<file path="config.mk">
export PLATFORM = sky130hd
export DESIGN_NAME = utf8_decoder_to_utf16_or_utf32
export DESIGN_NICKNAME = d
export VERILOG_FILES = /design/src/hw/rtl/u8dec_pkg.sv /design/src/hw/rtl/u8dec_dp.sv /design/src/hw/rtl/u8dec_ctrl.sv /design/src/hw/rtl/utf8_decoder_to_utf16_or_utf32.sv
export SDC_FILE = /design/constraint.sdc
export NUM_CORES = 1
export LEC_CHECK = 0
export BUFFER_PORTS_ARGS = -buffer_cell sky130_fd_sc_hd__buf_2
export CAP_MARGIN = 20
export CORE_MARGIN = 2
export CORE_UTILIZATION = 47
export CTS_BUF_LIST = sky130_fd_sc_hd__clkbuf_8
export DETAILED_ROUTE_END_ITERATION = 10
export PLACE_DENSITY = 0.66
export SLEW_MARGIN = 20
export SYNTH_ARGS = -nofsm -noshare
export SYNTH_HDL_FRONTEND = slang
export SYNTH_HIERARCHICAL = 1
export SYNTH_SLANG_ARGS = --single-unit
</file>
<file path="constraint.sdc">
create_clock -name clk -period 4 [get_ports clk]
set_clock_uncertainty 0.1 [all_clocks]
set_input_delay 0.2 -clock clk [delete_from_list [all_inputs] [get_ports clk]]
set_output_delay 0.2 -clock clk [all_outputs]
set_load 0.005 [all_outputs]
</file>
<file path="src/hw/rtl/u8dec_pkg.sv">
// shared types, constants and helper function for the utf-8 decoder
package u8dec_pkg;

  localparam int unsigned ByteW  = 8;
  localparam int unsigned CpW    = 21;
  localparam int unsigned CntW   = 2;
  localparam int unsigned LenW   = 3;
  localparam int unsigned UnitsW = 3;

  localparam logic [ByteW-1:0] Mask2 = 8'hE0;
  localparam logic [ByteW-1:0] Lead2 = 8'hC0;
  localparam logic [ByteW-1:0] Mask3 = 8'hF0;
  localparam logic [ByteW-1:0] Lead3 = 8'hE0;
  localparam logic [ByteW-1:0] Mask4 = 8'hF8;
  localparam logic [ByteW-1:0] Lead4 = 8'hF0;

  localparam logic [CpW-1:0] ReplChar  = 21'h00FFFD;
  localparam logic [CpW-1:0] MaxCp     = 21'h10FFFF;
  localparam logic [CpW-1:0] MaxBmp    = 21'h00FFFF;
  localparam logic [CpW-1:0] Max1Byte  = 21'h00007F;
  localparam logic [CpW-1:0] Max2Byte  = 21'h0007FF;
  localparam logic [CpW-1:0] SurLo     = 21'h00D800;
  localparam logic [CpW-1:0] SurHi     = 21'h00DFFF;
  localparam logic [CpW-1:0] SupBase   = 21'h010000;
  localparam logic [5:0]     HighSurTag = 6'b110110;
  localparam logic [5:0]     LowSurTag  = 6'b110111;

  localparam logic [LenW-1:0] LenNone = 3'd0;
  localparam logic [LenW-1:0] Len2    = 3'd2;
  localparam logic [LenW-1:0] Len3    = 3'd3;
  localparam logic [LenW-1:0] Len4    = 3'd4;

  localparam logic OutFormUtf32 = 1'b0;
  localparam logic OutFormUtf16 = 1'b1;

  // controller to datapath
  typedef struct packed {
    logic accept;
    logic pop;
  } u8dec_cmd_t;

  // datapath to controller
  typedef struct packed {
    logic plan_nonempty;
    logic one_left;
  } u8dec_sts_t;

  // scalar value legal for a sequence of the given length
  function automatic logic value_ok(input logic [CpW-1:0] cp, input logic [LenW-1:0] len);
    logic ok;
    ok = 1'b1;
    if (cp > MaxCp) ok = 1'b0;
    if (cp >= SurLo && cp <= SurHi) ok = 1'b0;
    if (len == Len2 && cp <= Max1Byte) ok = 1'b0;
    if (len == Len3 && cp <= Max2Byte) ok = 1'b0;
    if (len == Len4 && cp <= MaxBmp) ok = 1'b0;
    return ok;
  endfunction

endpackage

</file>
<file path="src/hw/rtl/u8dec_dp.sv">
// datapath: sequence state, per-item emit plan and output register
module u8dec_dp import u8dec_pkg::*; (
  input  logic             clk,
  input  logic             rst_n,
  input  logic             cfg_wr_en,
  input  logic             cfg_wr_data,
  input  logic [ByteW-1:0] in_byte,
  input  logic             in_fin,
  input  u8dec_cmd_t       cmd,
  output u8dec_sts_t       sts,
  output logic [CpW-1:0]   out_unit,
  output logic             out_repl,
  output logic             out_run_last,
  output logic             out_done
);

  logic             form_r;
  logic [CntW-1:0]  pcnt_r, pcnt_nxt;
  logic [LenW-1:0]  slen_r, slen_nxt;
  logic [CpW-1:0]   pval_r, pval_nxt;

  logic [UnitsW-1:0] err_left_r, err_nxt;
  logic [CntW-1:0]   pt_cnt_r, pt_cnt_nxt;
  logic [CpW-1:0]    ua_r, ua_nxt;
  logic [CpW-1:0]    ub_r, ub_nxt;
  logic              fin_r;

  logic [CpW-1:0]   unit_r;
  logic             repl_r, run_last_r, done_r;

  logic             cont, pend, has_pt;
  logic [LenW-1:0]  total, lead_len;
  logic [CpW-1:0]   grown, payload, cp, sup;
  logic             one_left;

  // plan for the accepted byte and the next sequence state
  always_comb begin
    cont     = (in_byte[7:6] == 2'b10);
    pend     = (pcnt_r != '0);
    total    = {1'b0, pcnt_r} + LenW'(1);
    grown    = {pval_r[CpW-7:0], in_byte[5:0]};
    err_nxt  = '0;
    has_pt   = 1'b0;
    cp       = '0;
    pcnt_nxt = pcnt_r;
    slen_nxt = slen_r;
    pval_nxt = pval_r;
    lead_len = LenNone;
    payload  = '0;
    if (pend && cont) begin
      if (total >= slen_r) begin
        if (value_ok(grown, slen_r)) begin
          has_pt = 1'b1;
          cp     = grown;
        end else begin
          err_nxt = total;
        end
        pcnt_nxt = '0;
        slen_nxt = LenNone;
        pval_nxt = '0;
      end else if (in_fin) begin
        err_nxt = total;
      end else begin
        pcnt_nxt = total[CntW-1:0];
        pval_nxt = grown;
      end
    end else begin
      if (pend) begin
        err_nxt  = {1'b0, pcnt_r};
        pcnt_nxt = '0;
        slen_nxt = LenNone;
        pval_nxt = '0;
      end
      priority if ((in_byte & Mask2) == Lead2) begin
        lead_len = Len2;
        payload  = {16'b0, in_byte[4:0]};
      end else if ((in_byte & Mask3) == Lead3) begin
        lead_len = Len3;
        payload  = {17'b0, in_byte[3:0]};
      end else if ((in_byte & Mask4) == Lead4) begin
        lead_len = Len4;
        payload  = {18'b0, in_byte[2:0]};
      end else begin
        lead_len = LenNone;
        payload  = '0;
      end
      if (!in_byte[7]) begin
        has_pt = 1'b1;
        cp     = {13'b0, in_byte};
      end else if (lead_len == LenNone || in_fin) begin
        err_nxt = err_nxt + UnitsW'(1);
      end else begin
        pcnt_nxt = CntW'(1);
        slen_nxt = lead_len;
        pval_nxt = payload;
      end
    end
    if (in_fin) begin
      pcnt_nxt = '0;
      slen_nxt = LenNone;
      pval_nxt = '0;
    end
  end

  // split supplementary code points into surrogates when utf-16 is selected
  always_comb begin
    sup        = cp - SupBase;
    pt_cnt_nxt = '0;
    ua_nxt     = cp;
    ub_nxt     = '0;
    if (has_pt) begin
      if (form_r == OutFormUtf16 && cp > MaxBmp) begin
        pt_cnt_nxt = CntW'(2);
        ua_nxt     = {5'b0, HighSurTag, sup[19:10]};
        ub_nxt     = {5'b0, LowSurTag, sup[9:0]};
      end else begin
        pt_cnt_nxt = CntW'(1);
      end
    end
  end

  assign one_left = (err_left_r == UnitsW'(1) && pt_cnt_r == '0) ||
                    (err_left_r == '0 && pt_cnt_r == CntW'(1));

  assign sts.plan_nonempty = (err_nxt != '0) || has_pt;
  assign sts.one_left      = one_left;

  always_ff @(posedge clk) begin
    if (!rst_n) begin
      form_r     <= OutFormUtf32;
      pcnt_r     <= '0;
      slen_r     <= LenNone;
      pval_r     <= '0;
      err_left_r <= '0;
      pt_cnt_r   <= '0;
      fin_r      <= 1'b0;
    end else begin
      if (cfg_wr_en) form_r <= cfg_wr_data;
      if (cmd.accept) begin
        pcnt_r     <= pcnt_nxt;
        slen_r     <= slen_nxt;
        pval_r     <= pval_nxt;
        err_left_r <= err_nxt;
        pt_cnt_r   <= pt_cnt_nxt;
        fin_r      <= in_fin;
      end else if (cmd.pop) begin
        if (err_left_r != '0) err_left_r <= err_left_r - UnitsW'(1);
        else pt_cnt_r <= pt_cnt_r - CntW'(1);
      end
    end
  end

  // payload: plan units and output register
  always_ff @(posedge clk) begin
    if (cmd.accept) begin
      ua_r <= ua_nxt;
      ub_r <= ub_nxt;
    end else if (cmd.pop && err_left_r == '0) begin
      ua_r <= ub_r;
    end
    if (cmd.pop) begin
      unit_r     <= (err_left_r != '0) ? ReplChar : ua_r;
      repl_r     <= (err_left_r != '0);
      run_last_r <= one_left;
      done_r     <= one_left && fin_r;
    end
  end

  assign out_unit     = unit_r;
  assign out_repl     = repl_r;
  assign out_run_last = run_last_r;
  assign out_done     = done_r;

`ifndef SYNTHESIS
  a_accept_on_drained_plan: assert property (@(posedge clk) disable iff (!rst_n)
    cmd.accept |-> (err_left_r == '0 && pt_cnt_r == '0) || (cmd.pop && one_left))
    else $error("item taken while earlier units still pending");

  a_pop_needs_units: assert property (@(posedge clk) disable iff (!rst_n)
    cmd.pop |-> (err_left_r != '0 || pt_cnt_r != '0))
    else $error("unit popped from an empty plan");

  a_open_seq_short: assert property (@(posedge clk) disable iff (!rst_n)
    pcnt_r != '0 |-> ({1'b0, pcnt_r} < slen_r))
    else $error("open sequence holds as many bytes as its length");

  a_plan_bound: assert property (@(posedge clk) disable iff (!rst_n)
    (err_left_r + UnitsW'(pt_cnt_r)) <= UnitsW'(4) && (err_left_r == '0 || pt_cnt_r < 2'd2))
    else $error("plan holds more units than one byte can cause");
`endif

endmodule

</file>
<file path="src/hw/rtl/u8dec_ctrl.sv">
// controller: accept and emit sequencing, output valid
module u8dec_ctrl import u8dec_pkg::*; (
  input  logic       clk,
  input  logic       rst_n,
  input  logic       in_tvalid,
  output logic       in_tready,
  output logic       out_tvalid,
  input  logic       out_tready,
  input  u8dec_sts_t sts,
  output u8dec_cmd_t cmd
);

  typedef enum logic {
    ST_IDLE,
    ST_EMIT
  } state_t;

  state_t state_r, state_nxt;
  logic   out_valid_r, out_valid_nxt;
  logic   out_free, pop, accept;

  always_comb begin
    out_free  = !out_valid_r || out_tready;
    pop       = (state_r == ST_EMIT) && out_free;
    in_tready = (state_r == ST_IDLE) || (pop && sts.one_left);
    accept    = in_tvalid && in_tready;

    state_nxt = state_r;
    priority if (accept) begin
      state_nxt = sts.plan_nonempty ? ST_EMIT : ST_IDLE;
    end else if (pop && sts.one_left) begin
      state_nxt = ST_IDLE;
    end

    out_valid_nxt = out_valid_r;
    priority if (pop) out_valid_nxt = 1'b1;
    else if (out_tready) out_valid_nxt = 1'b0;
  end

  always_ff @(posedge clk) begin
    if (!rst_n) begin
      state_r     <= ST_IDLE;
      out_valid_r <= 1'b0;
    end else begin
      state_r     <= state_nxt;
      out_valid_r <= out_valid_nxt;
    end
  end

  assign cmd.accept = accept;
  assign cmd.pop    = pop;
  assign out_tvalid = out_valid_r;

endmodule

</file>
<file path="src/hw/rtl/utf8_decoder_to_utf16_or_utf32.sv">
// top level: utf-8 byte stream decoder with utf-32 or utf-16 output
// a byte's first unit goes through the plan registers and then the output register
// throughput: one byte per cycle while each byte yields at most one unit and the output is free
// a byte that yields more than one unit (error bursts, surrogate pairs) holds the input until its
// last unit is emitted, one unit per cycle through the single output register when not stalled
// reset (rst_n low, synchronous): open sequence dropped, plan and output emptied, form = utf-32
module utf8_decoder_to_utf16_or_utf32 import u8dec_pkg::*; (
  input  logic        clk,
  input  logic        rst_n,
  // configuration: output form, 0 utf-32, 1 utf-16
  input  logic        cfg_wr_en,
  input  logic        cfg_wr_data,
  // byte stream in
  input  logic        in_tvalid,
  output logic        in_tready,
  input  logic [7:0]  in_tdata,   // [7:0] in_byte
  input  logic        in_tlast,   // final_byte
  // decoded units out
  output logic        out_tvalid,
  input  logic        out_tready,
  output logic [23:0] out_tdata,  // [20:0] code_unit, [21] run_last, [23:22] zero
  output logic        out_tuser,  // replaced
  output logic        out_tlast   // string_done
);

  u8dec_cmd_t     cmd;
  u8dec_sts_t     sts;
  logic [CpW-1:0] unit;
  logic           run_last;

  // controller decides when to take a byte and when to move a unit to the output
  u8dec_ctrl u_ctrl (
    .clk        (clk),
    .rst_n      (rst_n),
    .in_tvalid  (in_tvalid),
    .in_tready  (in_tready),
    .out_tvalid (out_tvalid),
    .out_tready (out_tready),
    .sts        (sts),
    .cmd        (cmd)
  );

  // datapath decodes the byte into a plan of units and holds the output payload
  u8dec_dp u_dp (
    .clk          (clk),
    .rst_n        (rst_n),
    .cfg_wr_en    (cfg_wr_en),
    .cfg_wr_data  (cfg_wr_data),
    .in_byte      (in_tdata),
    .in_fin       (in_tlast),
    .cmd          (cmd),
    .sts          (sts),
    .out_unit     (unit),
    .out_repl     (out_tuser),
    .out_run_last (run_last),
    .out_done     (out_tlast)
  );

  // pad to whole bytes
  assign out_tdata = {2'b00, run_last, unit};

endmodule
</file>
# == Word level (Yosys, flattened, before mapping) ==
# Index checks and enable logic that the tools add are counted.
# word_totals
register_bits,101
# op_classes
addsub,5
n_lt_le_gt_ge,8
eq_ne,11
muxes,66
bitwise,1
reduce_logical,34
# op_table
operator,n
$mux 21,15
$mux 3,21
$le 21x16->1 const B,2
$mux 2,12
$ge 21x16->1 const B,1
$gt 21x16->1 const B,1
$gt 21x21->1 const B,1
$le 21x11->1 const B,1
$le 21x7->1 const B,1
$sub 20x17->20 const B,1
$mux 1,16
$mux 16,1
$logic_and 1x1->1,13
$reduce_bool 2->1,6
$reduce_and 2->1,4
$mux 7,1
$eq 3x2->1 const B,2
$eq 3x3->1 const B,2
$logic_not 3->1,2
$reduce_bool 3->1,2
$eq 5x5->1 const B,1
$logic_or 1x1->1,5
$eq 4x4->1 const B,1
$add 2x1->3 const B,1
other kinds (12),12

# == Longest topological paths before layout ==
# Gate-level depths: netlist of the first run.
# logic_depth
depth_word,16
mapped_depth,15
ltp_nobuf,13

# == Cells and area by module ==
# The synthesis of the first run kept the hierarchy.
# modules_own_cells
mod,n_inst,cells_per_inst,area_per_inst_um2,seq_area_each_um2
u8dec_dp,1,372,4127.7,2222.1
u8dec_ctrl,1,12,120.1,40.0
utf8_decoder_to_utf16_or_utf32,1,4,26.3,0.0

# == Worst setup path before layout of the first run ==
# No wires, ideal clock.
# synth_timing
path_type,reg2reg
startpoint,reg u_dp.err_left_r[0]
endpoint,"reg u_dp.ua_r[1], data pin"
setup_time_ns,0.174
arrival_time_ns,2.863
path_slack_ns,0.863
path_stages_with_launch,15
n_path_buf,3
period_less_slack_ns,3.137
cell_sequence,dfxtp_1 -> inv_1 -> ha_1 -> a22oi_1 -> nor2_1 -> buf_4 -> inv_1 -> o21ai_4 -> and2_1 -> buf_4 -> clkbuf_1 -> clkinv_1 -> nor4_1 -> nand4_1 -> o311ai_4
# synth_via
elab_chain_len,7
elab_cells_between_ends,9
classes_between,eq/ne (1); mux (1); reduce/logical (7)
# synth_lines
element,line_no,source
"start, declared",u8dec_dp.sv:22,"logic [UnitsW-1:0] err_left_r, err_nxt;"
"start signal, assigned",u8dec_dp.sv:143,err_left_r <= err_nxt;
"start signal, assigned",u8dec_dp.sv:147,if (err_left_r != '0) err_left_r <= err_left_r - UnitsW'(1);
$eq 3x1->1 / $logic_not 3->1 (equally long branches),"u8dec_dp.sv:122, u8dec_dp.sv:123",
$logic_and 1x1->1 (on tied branches),"u8dec_dp.sv:122, u8dec_dp.sv:123",
$logic_or 1x1->1 *,u8dec_dp.sv:122,assign one_left = (err_left_r == UnitsW'(1) && pt_cnt_r == '0) ||
via u_dp.one_left,u8dec_dp.sv:34,logic one_left;
$logic_and 1x1->1 *,u8dec_ctrl.sv:25,in_tready = (state_r == ST_IDLE) || (pop && sts.one_left);
$logic_or 1x1->1 *,u8dec_ctrl.sv:25,
via in_tready,utf8_decoder_to_utf16_or_utf32.sv:15,"output logic in_tready,"
$logic_and 1x1->1 *,u8dec_ctrl.sv:26,accept = in_tvalid && in_tready;
via u_ctrl.accept,u8dec_ctrl.sv:20,"logic out_free, pop, accept;"
$mux 21 *,u8dec_dp.sv:155,if (cmd.accept) begin
"end signal, assigned",u8dec_dp.sv:156,ua_r <= ua_nxt;
"end signal, assigned",u8dec_dp.sv:159,ua_r <= ub_r;
"end, declared",u8dec_dp.sv:24,"logic [CpW-1:0] ua_r, ua_nxt;"
# The timed path passes the listed nets; every way through them passes the cells marked *.
# A chain may end at the register's enable or synchronous reset.

# == Final worst setup path of the first run ==
# layout_timing
startpoint,reg u_dp.pcnt_r[0]
endpoint,"reg u_dp.ua_r[5], data pin"
# layout_via
elab_chain_len,9
elab_cells_between_ends,14
classes_between,add/sub (2); order compare (2); mux (7); reduce/logical (3)
# layout_lines
element,line_no,source
"start, declared",u8dec_dp.sv:18,"logic [CntW-1:0] pcnt_r, pcnt_nxt;"
"start signal, assigned",u8dec_dp.sv:140,pcnt_r <= pcnt_nxt;
$add 2x1->3,u8dec_dp.sv:40,"total = {1'b0, pcnt_r} + LenW'(1);"
$ge 3x3->1,u8dec_dp.sv:51,if (total >= slen_r) begin
$mux 21,u8dec_dp.sv:51,
$mux 21,u8dec_dp.sv:50,if (pend && cont) begin
$gt 21x16->1,u8dec_dp.sv:112,if (form_r == OutFormUtf16 && cp > MaxBmp) begin
$logic_and 1x1->1,u8dec_dp.sv:112,
$mux 21,u8dec_dp.sv:112,
$mux 21 *,u8dec_dp.sv:111,if (has_pt) begin
$mux 21 *,u8dec_dp.sv:155,
# Mark *: on every way between the ends. The rest lies on a longest branch, timed or not.

==> results by group, run 1 <==
Status
  – Status: finished, final reports clean

Synthesis
  – Compound-Gate Fraction of Synth Area: 14.7%
  – Multiplexer area fraction after synthesis: under 10%
  – EDFF count, synth: 56
  – Syn Area/Cell: 11.0 um^2
  – Cells after Synth: 388
  – Main flop type after synthesis: edfxtp_1
  – Simple-gate portion of the synthesized area: 21.4%
  – Top cell type's share of synthesized area: 39.3%
  – Most common cell in the synthesized netlist: edfxtp_1
  – Post-synthesis adder-cell area fraction: under 10%
  – Synth Area in XOR/XNOR: 1.23%
  – Post-synth top cells: 56 x edfxtp_1, 29 x dfxtp_1, 26 x nand2_1
  – Sequential share of the synthesized area: 52.9%
  – YS warnings: 6
  – Main combinational cell family by area after synthesis: simple AND/OR/NAND/NOR gates
  – Number of synthesized register bits: 85
  – Ys async rst share: 0%
  – Yosys cell types: 63
  – Area leader, netlist: edfxtp_1
  – Largest cells by area after synthesis: edfxtp_1 39%, dfxtp_1 14%, ha_1 3.8%
  – Netlist Area Pre-Place: 4270 um^2

STA
  – Max_slew headroom: 46.5%
  – Least-Margin Pin Slew: 0.795 ns
  – Final WS setup: 0.419 ns
  – Final setup violation count: 0
  – RSZ-0062 raised after global routing: false
  – Post-layout min period: 3.58 ns
  – Setup TNS: 0 ns
  – Crit share post-route: 89.5%
  – Max Fclk: 279 MHz
  – Slew Limit Fails: 0
  – Final hold vios: 0

Routing
  – Detailed Routing Iterations Pass 1: 5
  – DRC: 0
  – DR iter-0 viols: 231
  – Avg Vias per Cell: 5.73
  – Total number of vias: 3078
  – Antenna violation net count after detailed routing: 0
  – WL final: between 8000 and 9000 um
  – DR WL/cell: 16.4 um

Global routing
  – Grt ovf: 0
  – Global-route wire length before repair: 14700 um
  – Initial antenna violation count: 0
  – Vias in the first global route: 2856
  – Total track usage: 18.8%
  – Largest net degree at the start of global routing: 35

Power
  – Switching power: 469 uW
  – Combinational Power Share: 11.8%
  – VDD IR max: about 0.21 mV
  – Int Power: 1400 uW
  – Leakage: about 0.0018 uW
  – Clk pwr share: 32.6%
  – Power per Cell Area: 395 nW/um^2
  – Switching part of the total: 25.0%
  – Sequential fraction of design power: 55.6%

Floorplan
  – Core area: 8760 um^2
  – Top Ports: 43
  – Die area: about 10000 um^2
  – Die height: approximately 100 um
  – Die W: 99.4 um
  – Site Rows: 34
  – Starting Density: roughly half

Finish
  – Inserted Diodes: 0
  – Final #Nets: 452
  – Share of layout cells above drive strength 1: 18.6%
  – Area grow syn2layout: 11.0%
  – # fillers: 788

Setup path
  – CP max FO: 28
  – Crit path launch type: register
  – WS Path Type: reg2reg
  – CP most frequent cell: ha_1
  – Critical Path Max Stage Delay: 0.44 ns
  – Data arrival, critical path: 3.57 ns
  – Slowest-stage cell, CP: dfxtp_1
  – Family with the most delay on the worst path: compound AO/OA/AOI/OAI gates
  – CP endpoint kind: register
  – Critical path cell sequence: inv_1 -> ha_1 -> ha_1 -> a31oi_1 -> a211o_2 -> nor3_4 -> nand2_1 -> ha_1 -> nand2_1 -> mux2_4 -> a21oi_1 -> a221o_1
  – Required @ worst endpoint: 3.99 ns
  – WP buf/inv: 1

Place
  – Placer congestion estimate: 0.891
  – Count of buffers from port buffering: 40
  – Post-detail-place hpwl: around 6100 um
  – Placement Setup Slack: 0.457 ns

Clock tree
  – CTS clock-pin slew for the worst setup and hold paths: 0.09 ns
  – Clock Latency Late Sink: ~0.35 ns
  – Hold buffer count at CTS: 1
  – Setup repair bufs after CTS: 0
  – Root buffer cell: clkbuf_8
  – CTS Buf Count: 9
  – Clock buffer depth: 2
  – CTS tree: built
  – CTS Sinks: 85
  – Post-CTS Resized: 0
  – H-tree Lvls: 3

Flow run
  – Max cap viols: 0

Hold path
  – Worst Hold Class: in2reg
==> state kept, by name, indices dropped and copies added (netlist names), 2 cells and up <==
signal	count
u_dp/err_left_r	3
u_dp/pt_cnt_r	2
u_dp/pcnt_r	2
u_dp/pval_r	15
u_dp/slen_r	3
u_dp/ub_r	11
u_dp/out_unit	21
u_dp/ua_r	21
==> placed cells by master, fill, tap and decap left out, types with 3 or more instances in the layout <==
| cell | netlist | layout |
|---|---|---|
| and4_1 | 3 | 3 |
| nand4_1 | 9 | 9 |
| edfxtp_1 | 56 | 56 |
| nand2_1 | 26 | 26 |
| a221o_1 | 3 | 3 |
| ha_1 | 13 | 13 |
| a22oi_1 | 13 | 13 |
| o32ai_1 | 5 | 5 |
| nor3_1 | 5 | 5 |
| nand2b_1 | 23 | 23 |
| clkbuf_8 | 0 | 9 |
| mux2i_1 | 3 | 3 |
| a21oi_1 | 20 | 20 |
| o21ai_0 | 5 | 5 |
| nor4_1 | 3 | 3 |
| dfxtp_1 | 29 | 29 |
| nor2b_1 | 21 | 20 |
| or3_1 | 4 | 4 |
| a311oi_1 | 3 | 3 |
| o21a_1 | 4 | 4 |
| buf_4 | 7 | 7 |
| nor3b_1 | 6 | 6 |
| buf_2 | 1 | 40 |
| xnor2_1 | 4 | 4 |
| a21boi_0 | 3 | 3 |
| a31oi_1 | 5 | 5 |
| nand3_1 | 3 | 3 |
| and3_1 | 10 | 10 |
| inv_1 | 18 | 19 |
| nor2_1 | 16 | 16 |
| and2_1 | 16 | 16 |
==> metal layers <==
layer	vias up	GRT usage, %	share of wire [%]
met5	-	0	0
met3	6	3.72	6.6
met2	122	28.7	46
met1	1459	27.7	47
met4	0	4.64	0.82
li1	1491	-	-
==> area by class of cell <==
type | count | area (um^2) | share of cell area, %
Inverter | 19 | 71.3 | 1.50
Clock inverter | 7 | 75.1 | 1.58
Timing Repair Buffer | 48 | 263 | 5.54
Multi-Input combinational cell | 261 | 1810 | 38.2
Tap cell | 108 | 135 | 2.85
Sequential cell | 85 | 2260 | 47.7
Clock buffer | 9 | 124 | 2.61
==> stage by stage <==
stage                     instance area (um^2)  cells  power [uW]  util [%]  hold WS [ns]
final                                     4740    537        1870      54.1       0.00710
after global routing                      4740    537        1960      54.1       0.00507
after CTS                                 4740    537        1890      54.1       0.00198
after detailed placement                  4540    520        1280      51.8         0.360
after global placement                    4540    520        1280      51.8         0.358
after floorplan                           4280    389        1210         -         0.218
==> kinds of logic after synthesis <==
logic type	Yosys count
buffers and inverters	43
multiplexers	4
adder cells (fa/ha/maj)	13
AO/OA/AOI/OAI	80
flip-flops	85
AND/OR/NAND/NOR	156
XOR/XNOR	6
other	1
==> power by group through the flow <==
stage               combinational, uW  clock (uW)  sequential (uW)
floorplan                         149           0             1060
global placement                  218           0             1060
detailed placement                222           0             1060
CTS                               223         628             1040
global route                      250         664             1050
finish                            221         611             1040
==> path summary, 6_finish.rpt <==
| path | cells past startpoint | end | start | slack (ns) |
|---|---|---|---|---|
| worst min register to register | 2 | u_dp/slen_r[2] | u_dp/slen_r[2] | 0.40 |
| worst max register to register | 12 | u_dp/ua_r[5] | u_dp/pcnt_r[0] | 0.42 |
| worst max-delay path | 12 | u_dp/ua_r[5] | u_dp/pcnt_r[0] | 0.42 |
| worst min-delay path | 3 | u_dp/form_r | cfg_wr_data | 0.007 |
==> worst min-delay path, delay by kind of cell <==
family | cells | cell delay, ns
simple gates | 1 | 0.09
mux | 1 | 0.05
buf+inv | 1 | 0.07
No activity file was read; power rests on OpenSTA's default activity.
==> run 2, diff against run 1 <==
--- a/config.mk
+++ b/config.mk
@@ -7,10 +7,12 @@
 export LEC_CHECK = 0
 export BUFFER_PORTS_ARGS = -buffer_cell sky130_fd_sc_hd__buf_2
 export CAP_MARGIN = 20
+export CORE_ASPECT_RATIO = 0.6
 export CORE_MARGIN = 2
 export CORE_UTILIZATION = 47
 export CTS_BUF_LIST = sky130_fd_sc_hd__clkbuf_8
 export DETAILED_ROUTE_END_ITERATION = 10
+export GPL_TIMING_DRIVEN = 0
 export PLACE_DENSITY = 0.66
 export SLEW_MARGIN = 20
 export SYNTH_ARGS = -nofsm -noshare
==> run 2 against run 1 <==
  * Clock power rose by 1%
  * Worst setup slack got worse by 0.11 ns
  * Critical path depth rose by 1
  * Sequential power barely moved
  * Fmax fell by 3.0%
  * Register-to-register slack got worse by 0.11 ns
  * Global-route usage rose by 2.1 points
  * Clock-buffer cell count did not move
  * Critical endpoint is now u_dp/ua_r[0]
  * Largest cell class unchanged
  * Largest power group unchanged
==> results by group, run 2 (same netlist as run 1, synthesis figures left out) <==
Setup path
  – CP most frequent cell: ha_1
  – Reg2reg setup slack: 0.31 ns
  – Critical Path Max Stage Delay: 0.48 ns
  – CP max FO: 10
  – Crit path launch type: register
  – CP endpoint kind: register
  – Critical path cell sequence: inv_1 -> ha_1 -> ha_1 -> a31oi_1 -> a211o_2 -> nor3_4 -> nand2_1 -> ha_1 -> nand2_1 -> mux2_4 -> clkbuf_1 -> nand4_1 -> o311ai_1
  – WP buf/inv: 2
  – Worst path depth: 13
  – Family with the most delay on the worst path: adder cells
  – Required @ worst endpoint: 4.04 ns
  – Critical Path Sink: u_dp/ua_r[0]
  – Worst Setup SP: u_dp/pcnt_r[0]
  – WS Path Type: reg2reg
  – Data arrival, critical path: between 3 and 4 ns
  – R2R depth: 13
  – Reg2reg end: u_dp/ua_r[0]
  – Worst reg2reg path startpoint: u_dp/pcnt_r[0]
  – Slowest-stage cell, CP: dfxtp_1

Floorplan
  – Core area: 8650 um^2
  – Die area: 9900 um^2
  – Site Rows: 26
  – Top Ports: 43
  – Die height: 77.9 um
  – Die W: about 130 um
  – Starting Density: between 40% and 50%

Clock tree
  – CTS Buf Count: 9
  – CTS Sinks: 85
  – H-tree Lvls: 3
  – Root buffer cell: clkbuf_8
  – CTS tree: built
  – Clock Latency Late Sink: 0.37 ns
  – CTS clock-pin slew for the worst setup and hold paths: 0.09 ns
  – Clock buffer depth: 2

STA
  – Final setup violation count: 0
  – Max_slew headroom: 59.0%
  – Post-layout min period: about 3.7 ns
  – Crit share post-route: approximately 92%
  – RSZ-0062 raised after global routing: false
  – Final hold vios: 0
  – Slew Limit Fails: 0
  – Least-Margin Pin Slew: roughly 0.61 ns
  – Max Fclk: 271 MHz
  – Setup TNS: 0 ns

Hold path
  – Worst hold path depth: 3
  – Worst Hold Class: in2reg

Finish
  – Share of layout cells above drive strength 1: between 10% and 20%
  – Final #Nets: 471
  – Most frequent cells in the layout: 56 x edfxtp_1, 41 x buf_2, 29 x dfxtp_1, 26 x nand2_1, 22 x nand2b_1
  – Area grow syn2layout: 13.7%
  – Inserted Diodes: 0
  – Commonest non-fill, non-tap cell in the layout: edfxtp_1
  – Final core utilization: between 50% and 60%

Global routing
  – Vias in the first global route: 2989
  – Largest net degree at the start of global routing: 32
  – Total track usage: 20.9%
  – Grt ovf: 0
  – Initial antenna violation count: 0
  – Global-route wire length before repair: 15800 um

Routing
  – DRC: 0
  – WL final: 9630 um
  – Detailed Routing Iterations Pass 1: 5
  – DR WL/cell: 17.2 um
  – Total number of vias: 3152
  – Antenna violation net count after detailed routing: 0
  – DR iter-0 viols: around 270
  – Avg Vias per Cell: 5.63

Place
  – Placer congestion estimate: 0.886
  – Post-detail-place hpwl: 6990 um
  – Count of buffers from port buffering: 40

Power
  – Post-route total power: between 1500 and 2000 uW
  – Power per Cell Area: a little under 400 nW/um^2
  – Leakage: 0.00182 uW
  – VDD IR max: 0.278 mV

Flow run
  – Max cap viols: 0

Status
  – Status: finished, final reports clean
[run 2: how the worst min path moves through the flow]
stage | to | startpoint | slack (ns)
detailed placement | u_ctrl/state_r | in_tvalid | 0.37
finish | u_dp/form_r | cfg_wr_en | 0.02
floorplan | u_ctrl/out_tvalid | rst_n | 0.22
global placement | u_ctrl/state_r | in_tvalid | 0.35
CTS | u_dp/form_r | cfg_wr_en | 0.003
global route | u_dp/form_r | cfg_wr_en | 0.04
[run 2: through the flow]
stage	hold WS (ns)	worst slack (ns)	cells	area, um^2
2_1_floorplan	0.218	0.863	389	4280
3_3_place_gp	0.354	-0.198	541	4620
3_5_place_dp	0.367	-0.130	541	4620
4_1_cts	0.00274	0.122	559	4840
5_1_grt	0.0374	0.0423	560	4860
6_report	0.0154	0.309	560	4860
[run 2: layout make-up]
cell class | count | area (um^2)
multi-input combinational | 261 | 1820
tap | 112 | 140
clock buffer | 9 | 124
inverter | 19 | 75.1
sequential | 85 | 2260
timing repair buffer | 44 | 235
clock inverter | 7 | 73.8
fill | 777 | 3790
buffer | 23 | 129
[run 2: power breakdown]
group / internal [uW] / switching [uW]
registers: 1020 / 17.6
logic: 94.7 / 143
clock network: 292 / 328
total: 1410 / 488
[run 2: layer usage]
| layer | vias up | wire length (um) | track usage (%) | part of all wire, % |
|---|---|---|---|---|
| met2 | 123 | 3790 | 28.5 | 39 |
| li1 | 1523 | - | - | - |
| met1 | 1485 | 4820 | 32.2 | 50 |
| met5 | - | 0 | 0 | 0 |
| met3 | 21 | 824 | 5.24 | 8.6 |
| met4 | 0 | 191 | 6.70 | 2.0 |
[run 2: worst reg2reg max path: cells and delay by family (launching register included)]
kind                       cells  cell delay, ns
muxes                          1            0.22
buffers and inverters          2            0.42
and+or+nand+nor                4            0.67
AOI/OAI and AO/OA              3            0.68
adders and majority gates      3            0.90
DFF                            1            0.48
[run 2: what timing repair did]
item | CTS | global route
buffers inserted | 0 | 2
hold buffers | 2 | 0
gates resized for setup | 1 | 2
pin swaps | 0 | 1
hold endpoints to repair | 2 | 0
setup endpoints to repair | 4 | 26
